<file path="src/rtl/vtc_pkg.sv">
// ---------------------------------------------------------------------------
// vtc_pkg
// types and constants shared by the version tag compare block
// ---------------------------------------------------------------------------
package vtc_pkg;

    localparam int NUMBER_WIDTH = 24;
    localparam int VALUE_W      = 24;
    localparam int CH_W         = 8;
    localparam int FIELD_LIMIT  = 999999;

    localparam int OUT_USED_W   = 3 * VALUE_W + 3;
    localparam int OUT_DATA_W   = ((OUT_USED_W + 7) / 8) * 8;

    // m_tdata bit positions
    localparam int OK_POS    = 0;
    localparam int MAJOR_LSB = 1;
    localparam int MINOR_LSB = MAJOR_LSB + VALUE_W;
    localparam int PATCH_LSB = MINOR_LSB + VALUE_W;
    localparam int RC_POS    = PATCH_LSB + VALUE_W;
    localparam int NEWER_POS = RC_POS + 1;

    localparam logic [CH_W-1:0] CH_NUL  = 8'h00;
    localparam logic [CH_W-1:0] CH_ZERO = 8'h30;
    localparam logic [CH_W-1:0] CH_NINE = 8'h39;
    localparam logic [CH_W-1:0] CH_DOT  = 8'h2e;
    localparam logic [CH_W-1:0] CH_DASH = 8'h2d;
    localparam logic [CH_W-1:0] CH_R    = 8'h72;
    localparam logic [CH_W-1:0] CH_C    = 8'h63;

    typedef enum logic [2:0] {
        PH_SKIP        = 3'd0,
        PH_MAJOR       = 3'd1,
        PH_MINOR_START = 3'd2,
        PH_MINOR       = 3'd3,
        PH_PATCH_START = 3'd4,
        PH_PATCH       = 3'd5,
        PH_DONE        = 3'd6,
        PH_FAIL        = 3'd7
    } phase_t;

    typedef enum logic [1:0] {
        RC_IDLE = 2'd0,
        RC_DASH = 2'd1,
        RC_R    = 2'd2
    } rc_prog_t;

    typedef struct packed {
        logic step;
        logic clear;
    } vtc_ctrl_t;

    typedef struct packed {
        logic                    ok;
        logic [NUMBER_WIDTH-1:0] major;
        logic [NUMBER_WIDTH-1:0] minor;
        logic [NUMBER_WIDTH-1:0] patch;
        logic                    rc_found;
    } vtc_status_t;

endpackage

</file>
<file path="src/rtl/vtc_parser.sv">
// ---------------------------------------------------------------------------
// vtc_parser
// per-character tag parser with digit accumulation and -rc search
// ---------------------------------------------------------------------------
module vtc_parser
(
    input  logic                      clk,
    input  logic                      rst_n,
    input  vtc_pkg::vtc_ctrl_t        ctrl,
    input  logic [vtc_pkg::CH_W-1:0]  ch,
    output vtc_pkg::vtc_status_t      status
);
    import vtc_pkg::*;

    phase_t                  phase_reg, phase_next;
    logic [NUMBER_WIDTH-1:0] accum_reg, accum_next;
    logic [NUMBER_WIDTH-1:0] major_reg, major_next;
    logic [NUMBER_WIDTH-1:0] minor_reg, minor_next;
    rc_prog_t                rc_prog_reg, rc_prog_next;
    logic                    rc_found_reg, rc_found_next;

    logic                    is_digit;
    logic                    is_dot;
    logic                    over;
    logic [NUMBER_WIDTH-1:0] digit_val;
    logic [NUMBER_WIDTH-1:0] mul_add;

    assign is_digit  = (ch >= CH_ZERO) && (ch <= CH_NINE);
    assign is_dot    = (ch == CH_DOT);
    assign over      = (accum_reg > NUMBER_WIDTH'(FIELD_LIMIT));
    assign digit_val = NUMBER_WIDTH'(ch[3:0]);
    assign mul_add   = (accum_reg << 3) + (accum_reg << 1) + digit_val;

    // phase next state
    always_comb
    begin
        phase_next = phase_reg;
        if (ctrl.clear)
        begin
            phase_next = PH_SKIP;
        end
        else if (ctrl.step)
        begin
            unique case (phase_reg)
                PH_SKIP:
                begin
                    if (is_digit)
                        phase_next = PH_MAJOR;
                end
                PH_MAJOR, PH_MINOR:
                begin
                    if (is_digit)
                        phase_next = over ? PH_FAIL : phase_reg;
                    else if (is_dot)
                        phase_next = (phase_reg == PH_MAJOR) ? PH_MINOR_START
                                                             : PH_PATCH_START;
                    else
                        phase_next = PH_FAIL;
                end
                PH_MINOR_START, PH_PATCH_START:
                begin
                    if (is_digit)
                        phase_next = (phase_reg == PH_MINOR_START) ? PH_MINOR : PH_PATCH;
                    else
                        phase_next = PH_FAIL;
                end
                PH_PATCH:
                begin
                    if (is_digit)
                        phase_next = over ? PH_FAIL : PH_PATCH;
                    else
                        phase_next = PH_DONE;
                end
                default:
                begin
                    phase_next = phase_reg;
                end
            endcase
        end
    end

    // field values
    always_comb
    begin
        accum_next = accum_reg;
        major_next = major_reg;
        minor_next = minor_reg;
        if (ctrl.clear)
        begin
            accum_next = '0;
            major_next = '0;
            minor_next = '0;
        end
        else if (ctrl.step)
        begin
            unique case (phase_reg)
                PH_SKIP, PH_MINOR_START, PH_PATCH_START:
                begin
                    if (is_digit)
                        accum_next = digit_val;
                end
                PH_MAJOR, PH_MINOR:
                begin
                    if (is_digit && !over)
                    begin
                        accum_next = mul_add;
                    end
                    else if (is_dot)
                    begin
                        accum_next = '0;
                        if (phase_reg == PH_MAJOR)
                            major_next = accum_reg;
                        else
                            minor_next = accum_reg;
                    end
                end
                PH_PATCH:
                begin
                    if (is_digit && !over)
                        accum_next = mul_add;
                end
                default:
                begin
                    accum_next = accum_reg;
                end
            endcase
        end
    end

    // -rc search
    always_comb
    begin
        rc_prog_next  = rc_prog_reg;
        rc_found_next = rc_found_reg;
        if (ctrl.clear)
        begin
            rc_prog_next  = RC_IDLE;
            rc_found_next = 1'b0;
        end
        else if (ctrl.step)
        begin
            if (ch == CH_DASH)
                rc_prog_next = RC_DASH;
            else if (rc_prog_reg == RC_DASH && ch == CH_R)
                rc_prog_next = RC_R;
            else if (rc_prog_reg == RC_R && ch == CH_C)
            begin
                rc_prog_next  = RC_IDLE;
                rc_found_next = 1'b1;
            end
            else
                rc_prog_next = RC_IDLE;
        end
    end

    always_ff @(posedge clk or negedge rst_n)
    begin
        if (!rst_n)
        begin
            phase_reg    <= PH_SKIP;
            accum_reg    <= '0;
            major_reg    <= '0;
            minor_reg    <= '0;
            rc_prog_reg  <= RC_IDLE;
            rc_found_reg <= 1'b0;
        end
        else
        begin
            phase_reg    <= phase_next;
            accum_reg    <= accum_next;
            major_reg    <= major_next;
            minor_reg    <= minor_next;
            rc_prog_reg  <= rc_prog_next;
            rc_found_reg <= rc_found_next;
        end
    end

    // outputs
    always_comb
    begin
        status.ok       = (phase_reg == PH_PATCH) || (phase_reg == PH_DONE);
        status.major    = major_reg;
        status.minor    = minor_reg;
        status.patch    = accum_reg;
        status.rc_found = rc_found_reg;
    end

endmodule

</file>
<file path="src/rtl/vtc_result.sv">
// ---------------------------------------------------------------------------
// vtc_result
// latest tag store, triple comparison and result register
// ---------------------------------------------------------------------------
module vtc_result
(
    input  logic                            clk,
    input  logic                            rst_n,
    input  logic                            load,
    input  logic                            is_current,
    input  vtc_pkg::vtc_status_t            status,
    output logic                            slot_free,
    output logic                            m_tvalid,
    input  logic                            m_tready,
    output logic [vtc_pkg::OUT_DATA_W-1:0]  m_tdata,   // tag_ok, major_value, minor_value,
                                                       // patch_value, rc_mark, newer, zero pad
    output logic                            m_tuser    // from_current
);
    import vtc_pkg::*;

    logic                    out_valid_reg, out_valid_next;
    logic                    cur_reg;
    logic                    ok_reg;
    logic [VALUE_W-1:0]      major_reg, minor_reg, patch_reg;
    logic                    rc_reg;
    logic                    newer_reg;

    logic                    latest_valid_reg;
    logic [NUMBER_WIDTH-1:0] lat_major_reg, lat_minor_reg, lat_patch_reg;

    logic [NUMBER_WIDTH-1:0] v_major, v_minor, v_patch;
    logic                    newer_calc;

    assign v_major = status.ok ? status.major : '0;
    assign v_minor = status.ok ? status.minor : '0;
    assign v_patch = status.ok ? status.patch : '0;

    always_comb
    begin
        newer_calc = 1'b0;
        if (is_current && status.ok && latest_valid_reg)
        begin
            if (lat_major_reg != v_major)
                newer_calc = (lat_major_reg > v_major);
            else if (lat_minor_reg != v_minor)
                newer_calc = (lat_minor_reg > v_minor);
            else if (lat_patch_reg != v_patch)
                newer_calc = (lat_patch_reg > v_patch);
            else
                newer_calc = status.rc_found;
        end
    end

    assign slot_free      = !out_valid_reg || m_tready;
    assign out_valid_next = load ? 1'b1 : (m_tready ? 1'b0 : out_valid_reg);

    always_ff @(posedge clk or negedge rst_n)
    begin
        if (!rst_n)
        begin
            out_valid_reg    <= 1'b0;
            latest_valid_reg <= 1'b0;
            lat_major_reg    <= '0;
            lat_minor_reg    <= '0;
            lat_patch_reg    <= '0;
        end
        else
        begin
            out_valid_reg <= out_valid_next;
            if (load && !is_current)
            begin
                latest_valid_reg <= status.ok;
                lat_major_reg    <= v_major;
                lat_minor_reg    <= v_minor;
                lat_patch_reg    <= v_patch;
            end
        end
    end

    // payload
    always_ff @(posedge clk)
    begin
        if (load)
        begin
            cur_reg   <= is_current;
            ok_reg    <= status.ok;
            major_reg <= v_major[VALUE_W-1:0];
            minor_reg <= v_minor[VALUE_W-1:0];
            patch_reg <= v_patch[VALUE_W-1:0];
            rc_reg    <= status.rc_found;
            newer_reg <= newer_calc;
        end
    end

    assign m_tvalid = out_valid_reg;
    assign m_tuser  = cur_reg;
    assign m_tdata  = {(OUT_DATA_W - OUT_USED_W)'(0), newer_reg, rc_reg,
                       patch_reg, minor_reg, major_reg, ok_reg};

endmodule

</file>
<file path="src/rtl/version_tag_compare.sv">
// the result register loads as the terminator advances out of the input register
// throughput: one character per cycle, held back only while a finished result is stalled
// and the next character in the input register is a terminator
// the parser state updates once per character on the input register's advance
// reset: rst_n clears the parser, the stored latest tag and all valid flags at once
// ---------------------------------------------------------------------------
// version_tag_compare
// streaming version tag parser and latest/current comparator
// ---------------------------------------------------------------------------
module version_tag_compare
(
    input  logic                            clk,
    input  logic                            rst_n,
    input  logic                            s_tvalid,
    output logic                            s_tready,
    input  logic [vtc_pkg::CH_W-1:0]        s_tdata,   // ch
    input  logic                            s_tuser,   // req_type
    output logic                            m_tvalid,
    input  logic                            m_tready,
    output logic [vtc_pkg::OUT_DATA_W-1:0]  m_tdata,   // tag_ok, major_value, minor_value,
                                                       // patch_value, rc_mark, newer, zero pad
    output logic                            m_tuser    // from_current
);
    import vtc_pkg::*;

    logic            in_valid_reg;
    logic            in_type_reg;
    logic [CH_W-1:0] in_ch_reg;

    logic            is_term;
    logic            advance;
    logic            slot_free;
    vtc_ctrl_t       ctrl;
    vtc_status_t     status;

    assign is_term    = (in_ch_reg == CH_NUL);
    assign advance    = in_valid_reg && (!is_term || slot_free);
    assign s_tready   = !in_valid_reg || advance;
    // step in the upper bit, clear in the lower
    assign ctrl       = {advance && !is_term, advance && is_term};

    always_ff @(posedge clk or negedge rst_n)
    begin
        if (!rst_n)
        begin
            in_valid_reg <= 1'b0;
        end
        else if (s_tvalid && s_tready)
        begin
            in_valid_reg <= 1'b1;
        end
        else if (advance)
        begin
            in_valid_reg <= 1'b0;
        end
    end

    always_ff @(posedge clk)
    begin
        if (s_tvalid && s_tready)
        begin
            in_type_reg <= s_tuser;
            in_ch_reg   <= s_tdata;
        end
    end

    vtc_parser u_parser
    (
        .clk    (clk),
        .rst_n  (rst_n),
        .ctrl   (ctrl),
        .ch     (in_ch_reg),
        .status (status)
    );

    vtc_result u_result
    (
        .clk        (clk),
        .rst_n      (rst_n),
        .load       (ctrl.clear),
        .is_current (in_type_reg),
        .status     (status),
        .slot_free  (slot_free),
        .m_tvalid   (m_tvalid),
        .m_tready   (m_tready),
        .m_tdata    (m_tdata),
        .m_tuser    (m_tuser)
    );

endmodule

</file>
<file path="config.mk">
export PLATFORM = sky130hd
export DESIGN_NAME = version_tag_compare
export DESIGN_NICKNAME = d
export VERILOG_FILES = /design/src/rtl/vtc_pkg.sv /design/src/rtl/vtc_parser.sv /design/src/rtl/vtc_result.sv /design/src/rtl/version_tag_compare.sv
export SDC_FILE = /design/constraint.sdc
export NUM_CORES = 1
export LEC_CHECK = 0
export ABC_AREA = 1
export ABC_CLOCK_PERIOD_IN_PS = 8300
export BUFFER_PORTS_ARGS = -buffer_cell sky130_fd_sc_hd__buf_2
export CORE_MARGIN = 3
export CORE_UTILIZATION = 66
export CTS_CLUSTER_DIAMETER = 50
export DETAILED_ROUTE_END_ITERATION = 7
export PLACE_DENSITY = 0.92
export SETUP_SLACK_MARGIN = 0.5
export SLEW_MARGIN = 10
export SYNTH_ARGS = -nofsm -noshare
export SYNTH_HDL_FRONTEND = slang
export SYNTH_SLANG_ARGS = --single-unit
</file>
<file path="constraint.sdc">
create_clock -name clk -period 8.3 [get_ports clk]
set_clock_uncertainty 0.15 [all_clocks]
set_input_delay 0.415 -clock clk [delete_from_list [all_inputs] [get_ports clk]]
set_output_delay 0.415 -clock clk [all_outputs]
set_load 0.02 [all_outputs]
</file>
==> results of run 1 <==
-- cell usage after synthesis (all sizes together) --
cell type  number
nand2         456
inv           224
dfrtp         153
nor2          130
ha            114
edfxtp         85
o21a           75
o21ai          67
a21oi          62
nand3          50
buf            44
nand4          15
nor3           11
xor2            7
clkbuf          6
nand3b          6
xnor2           6
and2            4
o21bai          4
nor4            3
fa              2
a31oi           1
clkinv          1
conb            1
or2             1
-- routing by layer --
layer | track usage | vias to the layer above | part of all wire
li1 | - | 5080 | -
met1 | 0.381 | 5111 | 0.40
met2 | 0.516 | 487 | 0.48
met3 | 0.0503 | 119 | 0.070
met4 | 0.150 | 0 | 0.050
met5 | 0 | - | 0
-- report_power, final --
part | leakage [nW] | total, mW | switching, mW | internal [mW]
clock network | 0.430 | 1.17 | 0.508 | 0.666
logic | 4.41 | 0.960 | 0.660 | 0.300
registers | 2.82 | 1.39 | 0.0801 | 1.31
total | 7.66 | 3.53 | 1.25 | 2.28
-- worst paths after layout --
path	start	endpoint	slack, ps	depth (start not counted)
worst max-delay path	u_parser.phase_reg[2]	u_result.newer_reg	4530	21
worst min-delay path	rst_n	u_result.lat_minor_reg[7]	280	2
worst max register to register	u_parser.phase_reg[2]	u_result.newer_reg	4530	21
worst min register to register	u_parser.rc_found_reg	u_result.rc_reg	320	0
max in group asynchronous	rst_n	u_parser.phase_reg[0]	6190	3
min in group clk	u_parser.rc_found_reg	u_result.rc_reg	320	0
-- layout make-up --
type                    count  area share
clock buffers              40      0.0528
multi-input cells        1019       0.382
repair buffers            108      0.0423
inverters                 225      0.0576
well taps                 265      0.0226
flip-flops and latches    238       0.434
clock inverters            12     0.00885
-- stage by stage --
step	total power, mW	hold slack [ps]	setup slack (ps)
floorplan	2.02	-30.6	5050
global placement	2.29	316	4730
detailed placement	2.33	325	4570
CTS	3.52	327	4550
global route	3.72	329	4150
finish	3.53	284	4530
-- timing repair --
item	in CTS	in global routing
setup buffers	0	0
hold buffers	12	0
hold endpoints to repair	88	0
-- kinds of logic (layout without fill, tap and decap cells) --
family | Yosys count | in the layout | synth area share
buffers and inverters | 275 | 385 | 0.0923
AND/OR/NAND/NOR | 676 | 676 | 0.207
AO/OA/AOI/OAI | 209 | 209 | 0.0962
other | 1 | 5 | 0.000285
adder cells (fa/ha/maj) | 116 | 116 | 0.111
flip-flops | 238 | 238 | 0.484
XOR/XNOR | 13 | 13 | 0.00864
==> qor.txt, run 1 <==
die height - 147 um
Starting Density - 0.675
GRT overflow - 0
Critical Path AT - 3950 ps
leading cell types in the layout, fill and taps excluded - nand2_1 (453), inv_1 (220), dfrtp_1 (153), nor2_1 (126), ha_1 (114)
ANT nets after route - 0
# IOs - 96
outcome - complete, no violations
setup violators final - 0
max cap viols - 0
Syn-to-layout area delta - 11.6%
Peak Freq - 0.265 GHz
average routed wire per standard cell - 16.9 um
number of synthesis warnings - 0
Via Count - 10,800
Longest Clk Path Bufs - 3
Avg Cell Area, Syn - 8.62 sq um
fin. max-slew vios - 0
CP Capture Type - flip-flop
Tightest Hold Check Type - primary input to asynchronous set/reset pin
Clk Latency, worst-skew pair - 570 ps
cell family with most CP delay - simple AND/OR/NAND/NOR gates
cts bufs inserted - 28
worst-margin pin slew - 1030 ps
sequential area share after synthesis - 0.484
Slowest-stage cell, CP - inv_2
synthesized area - 13,200 sq um
Synth Register Bits - 238
IO Port Bufs - 90
Worst VDD drop - 197 uV
Die Area - 21,700 sq um
number of antenna violations at the first check in global routing - 0
Reg area - 6380 sq um
drc violations - 0
multi-input gate area in the final layout - 5610 sq um
Synth cell types - 34
Die Width - 147 um
NumNets Final - 1,749
Crit path top cell by count - nand2_1
Final Cell Area - 14,700 sq um
CTS Root Cell - clkbuf_16
commonest non-fill, non-tap cell in the layout - nand2_1
Power Dens Cells - 240 nW/um^2
most area-hungry cell type in the Yosys netlist - dfrtp_1
hpwl dp - 22,300 um
Area contributors post-synth - dfrtp_1 (29%), edfxtp_1 (19%), nand2_1 (13%), ha_1 (11%), inv_1 (6.3%)
TritonCTS clock tree - done
routability cong. - 0.984
layout cell share with drive strength beyond 1 - 0.0956
relative slew slack - 0.313
core outline area - 19,500 sq um
iteration count of the initial detailed-routing pass - 5
fin util - 0.753
Setup TNS Final - 0 ps
Fin. Hold Viols - 0
critical path fanouts, max - 42
post-synth top area share - 0.291
Buf/Inv on CP - 6
P_leak - 7.66 nW
Via density - 5.66
GRT Total Usage - 0.304
Final period util - 0.454
RSZ-0062 raised after global routing - false
htree depth - 1
worst endpoint required time - 8480 ps
CTS resizes - 0
first-pass GRT wire length - 53,300 um
placed insts - 1,843
Iteration-0 DRC Markers - 811
Cell Chain, Critical Path - inv_2 -> nor2_1 -> inv_1 -> nor2_2 -> a21oi_4 -> buf_4 -> inv_2 -> nand2_1 -> ha_1 -> nand2_1 -> nor2_1 -> and2_1 -> nand2_1 -> nor2_1 -> nand2_1 -> nand2_1 -> inv_1 -> nand2_1 -> nand3_1 -> nand2_1 -> inv_1
layout filler cell count - 1,295
Syn Inst Count - 1,528
row count - 51
Setup crit start kind - flip-flop
largest net degree at the start of global routing - 107
critical path class - flip-flop to flip-flop
Num Clock Sinks - 238
CTS clk-pin slew, worst paths - 60 ps
post-route minimum period - 3770 ps
Finished Layout Cells - 1,907
antenna cells - 0
CP max stage delay - 490 ps
vias in the first global route - 11,000
dpl cell area - 13,700 sq um
Routed WL - 32,200 um
(Power assumes the default switching activity.)
==> inputs of run 2 (changes only) <==
--- a/config.mk
+++ b/config.mk
@@ -6,13 +6,13 @@
 export NUM_CORES = 1
 export LEC_CHECK = 0
 export ABC_AREA = 1
-export ABC_CLOCK_PERIOD_IN_PS = 8300
+export ABC_CLOCK_PERIOD_IN_PS = 3680
 export BUFFER_PORTS_ARGS = -buffer_cell sky130_fd_sc_hd__buf_2
 export CORE_MARGIN = 3
-export CORE_UTILIZATION = 66
+export CORE_UTILIZATION = 61
 export CTS_CLUSTER_DIAMETER = 50
 export DETAILED_ROUTE_END_ITERATION = 7
-export PLACE_DENSITY = 0.92
+export PLACE_DENSITY = 0.87
 export SETUP_SLACK_MARGIN = 0.5
 export SLEW_MARGIN = 10
 export SYNTH_ARGS = -nofsm -noshare
==> constraint.sdc (replaced) <==
create_clock -name clk -period 3.68 [get_ports clk]
set_clock_uncertainty 0.15 [all_clocks]
set_input_delay 0.184 -clock clk [delete_from_list [all_inputs] [get_ports clk]]
set_output_delay 0.184 -clock clk [all_outputs]
set_load 0.02 [all_outputs]
==> run 2 against run 1 <==
Maximum frequency increased by 21%. Hold slack got worse by 180 ps. Cell count increased by 1.0%. Global-route usage decreased by 3.6 points.
==> qor.txt, run 2 (synthesis gave the netlist of run 1 again) <==
critical path fanouts, max - 8 (-81%)
core outline area - 21,100 sq um (+8.0%)
average routed wire per standard cell - 16.3 um (-3.3%)
RR Startpoint - u_parser.phase_reg[2]
Power Dens Cells - 528 nW/um^2 (+120%)
Worst VDD drop - 468 uV (+140%)
Final Cell Area - 14,800 sq um (+1.0%)
cell family with most CP delay - simple AND/OR/NAND/NOR gates
Critical Path AT - 3240 ps (-710 ps)
routability cong. - 0.987 (+0.25%)
Buf/Inv on CP - 6 (unchanged)
GRT overflow - 0 (unchanged)
Cell Chain, Critical Path - inv_2 -> nor2_1 -> inv_1 -> nor2_4 -> a21oi_4 -> buf_4 -> nor2_1 -> inv_1 -> ha_1 -> nand2_1 -> nor2_1 -> and2_1 -> nand2_1 -> nor2_2 -> nand2_1 -> nand2_1 -> inv_1 -> nand2_1 -> nand3_1 -> nand2_1 -> inv_1
Psw - 2.67 mW (+110%)
die height - 153 um (+3.9%)
htree depth - 1 (unchanged)
setup violators final - 0 (unchanged)
worst endpoint required time - 3810 ps (-4670 ps)
Crit path top cell by count - nand2_1
antenna cells - 0 (unchanged)
fin util - 0.704 (-0.0486)
Peak Freq - 0.322 GHz (+21%)
reg-to-reg endpoint - u_result.newer_reg
hpwl dp - 22,900 um (+2.6%)
dpl cell area - 13,800 sq um (+1.0%)
# IOs - 96 (unchanged)
Slowest-stage cell, CP - dfrtp_2
NumNets Final - 1,761 (+0.69%)
Via Count - 10,500 (-2.3%)
P_leak - 7.71 nW (+0.58%)
IO Port Bufs - 90 (unchanged)
Longest Clk Path Bufs - 3 (unchanged)
TritonCTS clock tree - done
r2r setup slk - 570 ps (-3960 ps)
GRT Total Usage - 0.268 (-0.0358)
relative slew slack - 0.434 (+0.121)
R2R depth - 21 (unchanged)
Clk Latency, worst-skew pair - 540 ps (-30 ps)
drc violations - 0 (unchanged)
Fin. Hold Viols - 0 (unchanged)
Syn-to-layout area delta - 12.7%
ANT nets after route - 0 (unchanged)
Die Width - 153 um (+3.9%)
largest net degree at the start of global routing - 81 (-24%)
power share of the clock group - 0.327 (-0.006)
Comb power frac - 0.279 (+0.007)
commonest non-fill, non-tap cell in the layout - nand2_1
layout cell share with drive strength beyond 1 - 0.109 (+0.0133)
max cap viols - 0 (unchanged)
worst-margin pin slew - 849 ps (-182 ps)
Final period util - 0.845 (+0.390)
CP max stage delay - 410 ps (-80 ps)
cts bufs inserted - 27 (-3.6%)
Routed WL - 31,500 um (-2.3%)
row count - 53 (+3.9%)
sequential fraction of design power - 0.394 (about the same)
iteration count of the initial detailed-routing pass - 5 (unchanged)
leading cell types in the layout, fill and taps excluded - nand2_1 (453), inv_1 (220), dfrtp_1 (152), nor2_1 (118), ha_1 (114)
CTS Root Cell - clkbuf_16
Tightest Hold Check Type - primary input to asynchronous set/reset pin
number of antenna violations at the first check in global routing - 0 (unchanged)
Die Area - 23,400 sq um (+7.9%)
Iteration-0 DRC Markers - 804 (-0.86%)
Starting Density - 0.625 (-0.0500)
CTS clk-pin slew, worst paths - 60 ps (about the same)
Int Pwr - 5.17 mW (+130%)
hold_ws - 100 ps (-183 ps)
fin. max-slew vios - 0 (unchanged)
Setup TNS Final - 0 ps (unchanged)
first-pass GRT wire length - 51,800 um (-2.8%)
switching part of the total - 0.341 (-0.0131)
post-route minimum period - 3110 ps (-664 ps)
Power Total - 7.84 mW (+120%)
RSZ-0062 raised after global routing - true
vias in the first global route - 10,500 (-4.2%)
Via density - 5.47 (-3.3%)
Num Clock Sinks - 238 (unchanged)
CP Capture Type - flip-flop
Setup crit start kind - flip-flop
critical path class - flip-flop to flip-flop
outcome - complete, no violations
[run 2: cell count changes in the layout (fill, tap and decap cells not counted), moves of 2 or more]
cell,change
nor2_2,+7
nor2_1,-8
nor3_2,+2
clkinv_8,-2
clkinv_2,+3
buf_12,+3
inv_6,-2
buf_4,+8
nor3_1,-2
[run 2: metal layers]
| metal | vias to the layer above | GRT usage | share of wire |
|---|---|---|---|
| met5 | - | 0 | 0 |
| met4 | 0 | 0.112 | 0.047 |
| met3 | 93 | 0.0399 | 0.063 |
| met2 | 394 | 0.464 | 0.49 |
| met1 | 4952 | 0.340 | 0.40 |
| li1 | 5107 | - | - |
[run 2: metrics by stage]
| stage | setup slack (ps) | std cells |
|---|---|---|
| 5_1_grt | 413 | 1927 |
| 3_3_place_gp | 484 | 1865 |
| 6_report | 571 | 1927 |
| 4_1_cts | 514 | 1927 |
| 2_1_floorplan | 673 | 1532 |
| 3_5_place_dp | 417 | 1865 |
[run 2: power by group through the flow]
| stage | Combinational [mW] | Sequential, mW | Clock [mW] |
|---|---|---|---|
| 2_1_floorplan | 1.47 | 3.09 | 0 |
| 3_3_place_gp | 1.99 | 3.12 | 0 |
| 3_5_place_dp | 2.07 | 3.13 | 0 |
| 4_1_cts | 2.12 | 3.08 | 2.59 |
| 5_1_grt | 2.45 | 3.10 | 2.70 |
| 6_report | 2.19 | 3.09 | 2.56 |
[run 2: worst max path at each step]
stage                               start  slack [ps]  cells past startpoint                  to
floorplan                    in_ch_reg[3]         670                      9    u_result.m_tuser
global placement    u_parser.phase_reg[2]         480                     16  u_result.newer_reg
detailed placement  u_parser.phase_reg[2]         420                     16  u_result.newer_reg
CTS                 u_parser.phase_reg[2]         510                     17  u_result.newer_reg
global route        u_parser.phase_reg[2]         410                     21  u_result.newer_reg
finish              u_parser.phase_reg[2]         570                     21  u_result.newer_reg
[run 2: layout make-up]
| type | instances | area, sq um |
|---|---|---|
| Multi-Input combinational cell | 1019 | 5650 |
| Timing Repair Buffer | 121 | 763 |
| Inverter | 225 | 851 |
| Tap cell | 275 | 344 |
| Clock inverter | 11 | 95.1 |
| Sequential cell | 238 | 6380 |
| Clock buffer | 38 | 758 |
| Fill cell | 1558 | 6240 |
[run 2: what timing repair did]
action                     CTS  global route
hold endpoints to repair    87             0
setup endpoints to repair    1             6
hold buffers                13             0
buffers inserted             0             0
pin swaps                    0             1
resized for setup            2            15
